## src/sv/arpe_pkg.sv

```systemverilog
`default_nettype none
package arpe_pkg;
   localparam int KeySlotsDefault = 15;
   localparam int BlockLen = 16;
   localparam logic [63:0] MixHiReset = 64'h0203010101020301;
   localparam logic [63:0] MixLoReset = 64'h0101020303010102;

   localparam logic [2:0] CMD_LOAD_STATE = 3'd0;
   localparam logic [2:0] CMD_LOAD_TABLE = 3'd1;
   localparam logic [2:0] CMD_LOAD_KEY   = 3'd2;
   localparam logic [2:0] CMD_ADDKEY     = 3'd3;
   localparam logic [2:0] CMD_SUBBYTES   = 3'd4;
   localparam logic [2:0] CMD_SHIFT      = 3'd5;
   localparam logic [2:0] CMD_INVSHIFT   = 3'd6;
   localparam logic [2:0] CMD_MIX        = 3'd7;

   localparam logic CSR_MIX_HI = 1'b0;
   localparam logic CSR_MIX_LO = 1'b1;

   typedef struct packed {
      logic [2:0]   command;
      logic [3:0]   key_slot;
      logic [7:0]   table_index;
      logic [63:0]  data_high;
      logic [63:0]  data_low;
   } cmd_type;

   localparam int CmdBits = $bits(cmd_type);

   function automatic logic [7:0] xtime(input logic [7:0] a);
      xtime = a[7] ? ({a[6:0], 1'b0} ^ 8'h1b) : {a[6:0], 1'b0};
   endfunction

   function automatic logic [7:0] gf_mul(input logic [7:0] x, input logic [7:0] y);
      logic [7:0] a;
      logic [7:0] p;
      a = x;
      p = 8'h00;
      for (int i = 0; i < 8; i++) begin
         if (y[i]) p = p ^ a;
         a = xtime(a);
      end
      gf_mul = p;
   endfunction
endpackage
`default_nettype wire

```

## src/sv/arpe_front.sv

```systemverilog
`default_nettype none
module arpe_front
   import arpe_pkg::*;
(
   input  wire logic               clock,
   input  wire logic               reset,
   input  wire logic               in_valid,
   output logic                    in_ready,
   input  wire cmd_type            in_cmd,
   output logic                    out_valid,
   input  wire logic               out_ready,
   output cmd_type                 out_cmd
);
   // two-entry queue
   cmd_type    q_ff [2];
   cmd_type    q_in [2];
   logic [1:0] cnt_ff, cnt_in;
   logic       push, pop;

   assign in_ready  = (cnt_ff != 2'd2);
   assign out_valid = (cnt_ff != 2'd0);
   assign out_cmd   = q_ff[0];
   assign push = in_valid && in_ready;
   assign pop  = out_valid && out_ready;

   always_comb begin
      q_in[0] = q_ff[0];
      q_in[1] = q_ff[1];
      cnt_in  = cnt_ff;
      if (pop) begin
         q_in[0] = q_ff[1];
      end
      if (push) begin
         if ((cnt_ff == 2'd0) || (cnt_ff == 2'd1 && pop)) q_in[0] = in_cmd;
         else q_in[1] = in_cmd;
      end
      cnt_in = cnt_ff + {1'b0, push} - {1'b0, pop};
   end

   always_ff @(posedge clock) begin
      q_ff[0] <= q_in[0];
      q_ff[1] <= q_in[1];
      if (reset) begin
         cnt_ff <= 2'd0;
      end else begin
         cnt_ff <= cnt_in;
      end
   end
endmodule
`default_nettype wire

```

## config.mk

```make
export PLATFORM = sky130hd
export DESIGN_NAME = arpe_front
export DESIGN_NICKNAME = d
export VERILOG_FILES = /design/src/sv/arpe_pkg.sv /design/src/sv/arpe_front.sv
export SDC_FILE = /design/constraint.sdc
export NUM_CORES = 1
export LEC_CHECK = 0
export ABC_AREA = 1
export BUFFER_PORTS_ARGS = -buffer_cell sky130_fd_sc_hd__buf_2
export CORE_MARGIN = 2
export CORE_UTILIZATION = 54
export DETAILED_ROUTE_END_ITERATION = 10
export PLACE_DENSITY = 0.91
export SLEW_MARGIN = 25
export SYNTH_ARGS = -nofsm -noshare
export SYNTH_HDL_FRONTEND = slang
export SYNTH_SLANG_ARGS = --single-unit
```

## constraint.sdc

```tcl
create_clock -name clock -period 10.35 [get_ports clock]
set_input_delay 0.5175 -clock clock [delete_from_list [all_inputs] [get_ports clock]]
set_output_delay 0.5175 -clock clock [all_outputs]
set_load 0.01 [all_outputs]
```

== Word-level counts from Yosys, hierarchy flattened ==
Memories as Yosys holds them, arrays and structs flattened.
Cells that the tools add are included.
Storage, ports and cells
  register bits after elaboration: 2
  bits in writable memories: 286
  input bits: 147
  output and inout port bits: 145
  word-level logic and storage cells: 16
  memories: 1
Memory list
  q_ff: words 2, width 143, read ports 2, clocked after Yosys merged registers in 0, write ports 2, RTL line arpe_front.sv:15  | cmd_type q_ff [2];
Operators by class
  add/subtract/negate cells: 2
  equality and inequality tests: 2
  muxes and demuxes: 4
  reduce and logical (&&, ||, !) cells: 6
Operators with widths (number)
  $mux W143: 3
  $mux W286: 1
  $logic_and A1 B1 Y1: 3
  $add A2 B1 Y2: 1
  $eq A2 B1 Y1 const B: 1
  $logic_not A2 Y1: 1
  $ne A2 B2 Y1 const B: 1
  $reduce_bool A2 Y1: 1
  $sub A2 B1 Y2: 1
  $logic_or A1 B1 Y1: 1

== Logic depth before layout (Yosys ltp) ==
  word-level depth: 6
  gate-level depth with buffers: 12
  gate-level depth less buffers: 11

== Worst setup path before layout ==
OpenSTA, ideal clock, no wires.
  kind: register -> register
  start point: register, netlist name cnt_ff[0]
  end point: memory q_ff[0][143] in the netlist's numbering, enable pin
  setup time: 0.647 ns
  arrival: 6.636 ns
  data required time: 9.703 ns
  path slack: 3.067 ns
  cell stages (with the launch flop): 5
  buffers on the path: 0
  cell sequence: dfxtp_1 > inv_1 > nand2_1 > nand2_1 > nor2_1
RTL lines (RTL line)
  end: declaration: arpe_front.sv:15

==> flow_metrics.tcl <==
set metrics [dict create \
    remaining_drc_errors 0 \
    synthMuxAreaShare_pct 0 \
    cts_root_buffer "clkbuf_16" \
    routed_via_density 4.76 \
    p_comb_share_pct 36.2 \
    yosys.area_share.simple_pct 23.1 \
    p_int_uw 2850 \
    vias 9428 \
    skew_ns 0.0110 \
    drv_cap 0 \
    rows 55 \
    avgSynthCellArea_um2 8.32 \
    grt_pass1_vias 9246 \
    p_leak_uw 0.00764 \
    final_common_cell "nand2_1" \
    fin_nets 1792 \
    hold_start "reset" \
    num_io_pins 292 \
    drtPass1Iterations 6 \
    port_buffers 291 \
    final_cell_mix "nand2_1 (579), inv_1 (291), buf_2 (291)" \
    seq_area_frac_synth_pct 57.0 \
    max-vdd-ir-drop_v 0.000495 \
    synth_seq_cells 288 \
    final-hold-violation-count 0 \
    hold_path_end "cnt_ff[0]" \
    post_cts_resized 0 \
    synth_fa_ha_area_share_pct 0.0990 \
    switching_share_pct 37.4 \
    cts_buffer_depth 3 \
    htree_levels 1 \
    drtAntennaViolNets 0 \
    max_slew.worst_pin.slew_ns 1.02 \
    hpwl_mm 17.6 \
    relSlewSlack_pct 31.7 \
    ctsHoldBuffers 0 \
    status "finished, final reports clean" \
    p_switching_uw 1710 \
    grt_pass1_wl_mm 44.0 \
    grt_max_degree 81 \
    r2r_cells 6 \
    r2r_slack_ns 7.29 \
    seq_power_share_pct 40.7 \
    ys_types 16 \
    min_period_ns 3.06 \
    clock.fmax_mhz 327 \
    min_path_type "in -> reg" \
    grt_usage_pct 22.2 \
    drive_above_1_share_pct 21.2 \
    synth_area_um2 12600 \
    path_clk_slew_ns 0.06 \
    cp_max_fo 80 \
    ys_warn_count 0 \
    gp_congestion 0.804 \
    cts_tree "yes" \
    rsz0062_at_grt "false" \
    setup_viol 0 \
    clkLatencyLatePin_ns 0.53 \
    fin_area_um2 14200 \
    setup-tns-final_ns 0 \
    die_w_um 157 \
    dieHeight_um 157 \
    rr_endpoint "q_ff[0][96]" \
    finalMaxSlewViolations 0 \
    final.period_utilization_pct 29.5 \
    worstPathArrival_ns 3.53 \
    crit_required_ns 10.82 \
    dieArea_um2 24600 \
    syn-num-nets 1667 \
    start_kind "flip-flop" \
    synth_cells 1519 \
    numCtsBuffers 29 \
    core_um2 22800 \
    wirelength_mm 28.2 \
    synth-xor-area-share_pct 0.0693 \
    reg2reg_from "cnt_ff[0]" \
    placed_area_um2 13200 \
    end_kind "flip-flop" \
    timing.hold.ws_ns 0.147 \
    fin_cells 1980 \
    crit_type "reg -> reg" \
    dp_cells 1926 \
    grt-ovfl-total 0 \
    area_growth_pct 12.2 \
    antenna_found_initial 1 \
    postCtsSetupRepairBufs 0 \
    hold_depth 2 \
    drtIter0Drc 592 \
    cellPowerDensity_nw_per_um2 321 \
    synth_top_family_by_area "simple AND/OR/NAND/NOR gates" \
    cts_sinks 288 \
    start_util_pct 55.5 \
    synth-compound-area-share_pct 0.109 \
    power.share.clock_pct 23.1 \
    wl_per_cell_um 14.2 \
]
kinds of logic (layout without fill, tap and decap cells):
group,Yosys count,after routing
simple gates,730,730
buf+inv,497,644
flops,288,288
compound gates,2,2
fa+ha+maj,1,1
xor+xnor,1,1
other cells,0,1
cell type report:
class	instances	area [µm²]
well taps	313	392
flip-flops and latches	288	7200
repair buffers	298	1510
clock inverters	8	47.5
inverters	293	1100
clock buffers	45	941
multi-input cells	734	2990
diodes	1	2.50
fillers	1759	8600
worst max-delay path by stage:
stage | to | start
2_1_floorplan | q_ff[0][143] | cnt_ff[0]
3_3_place_gp | q_ff[0][93] | out_ready
3_5_place_dp | q_ff[0][96] | out_ready
4_1_cts | q_ff[0][15] | cnt_ff[0]
5_1_grt | q_ff[0][96] | cnt_ff[0]
6_report | q_ff[0][96] | cnt_ff[0]
through the flow:
step | utilization, % | power, µW | setup WS (ns)
finish | 62.2 | 4550 | 7.29
global route | 62.2 | 4870 | 7.04
CTS | 62.2 | 4580 | 7.29
detailed placement | 57.9 | 3510 | 7.01
global placement | 57.9 | 3430 | 7.06
floorplan | - | 3320 | 3.07
power by group through the flow:
stage / Clock (µW) / Combinational [µW] / Sequential (µW)
final: 1050 / 1650 / 1850
after global routing: 1110 / 1870 / 1890
after CTS: 1070 / 1660 / 1850
after detailed placement: 0 / 1640 / 1870
after global placement: 0 / 1570 / 1850
after floorplan: 0 / 1480 / 1840
worst max-delay path: stages (launching register included):
cell and delay (ns):
dfxtp_1 0.34, a21oi_2 0.27, nand2_4 0.47, inv_4 0.73, buf_4 0.78, nand2_1 0.15, nand2_1 0.13
cells in the mapped netlist:
cell type / n / area (µm²)
nand2_2: 2 / 12.5
inv_1: 291 / 1090
nand3_1: 144 / 721
inv_2: 2 / 7.51
clkbuf_1: 9 / 33.8
a21oi_2: 1 / 8.76
edfxtp_1: 143 / 4290
a21oi_1: 1 / 5.00
buf_1: 6 / 22.5
ha_1: 1 / 12.5
nand2_1: 579 / 2170
buf_2: 38 / 190
nor2_1: 5 / 18.8
xnor2_1: 1 / 8.76
dfxtp_1: 145 / 2900
buf_4: 151 / 1130
sequential cells by signal, indices dropped and copies added, names as in the netlist:
signal / count
cnt_ff: 2
q_ff: 286
per-layer routing:
metal / GRT usage (%) / part of all wire [%] / up-vias
li1: - / - / 4649
met1: 26.1 / 38 / 4313
met2: 38.9 / 50 / 378
met3: 4.60 / 7.2 / 88
met4: 10.5 / 4.6 / 0
met5: 0 / 0 / -
Power figures use the tool's default switching activity.
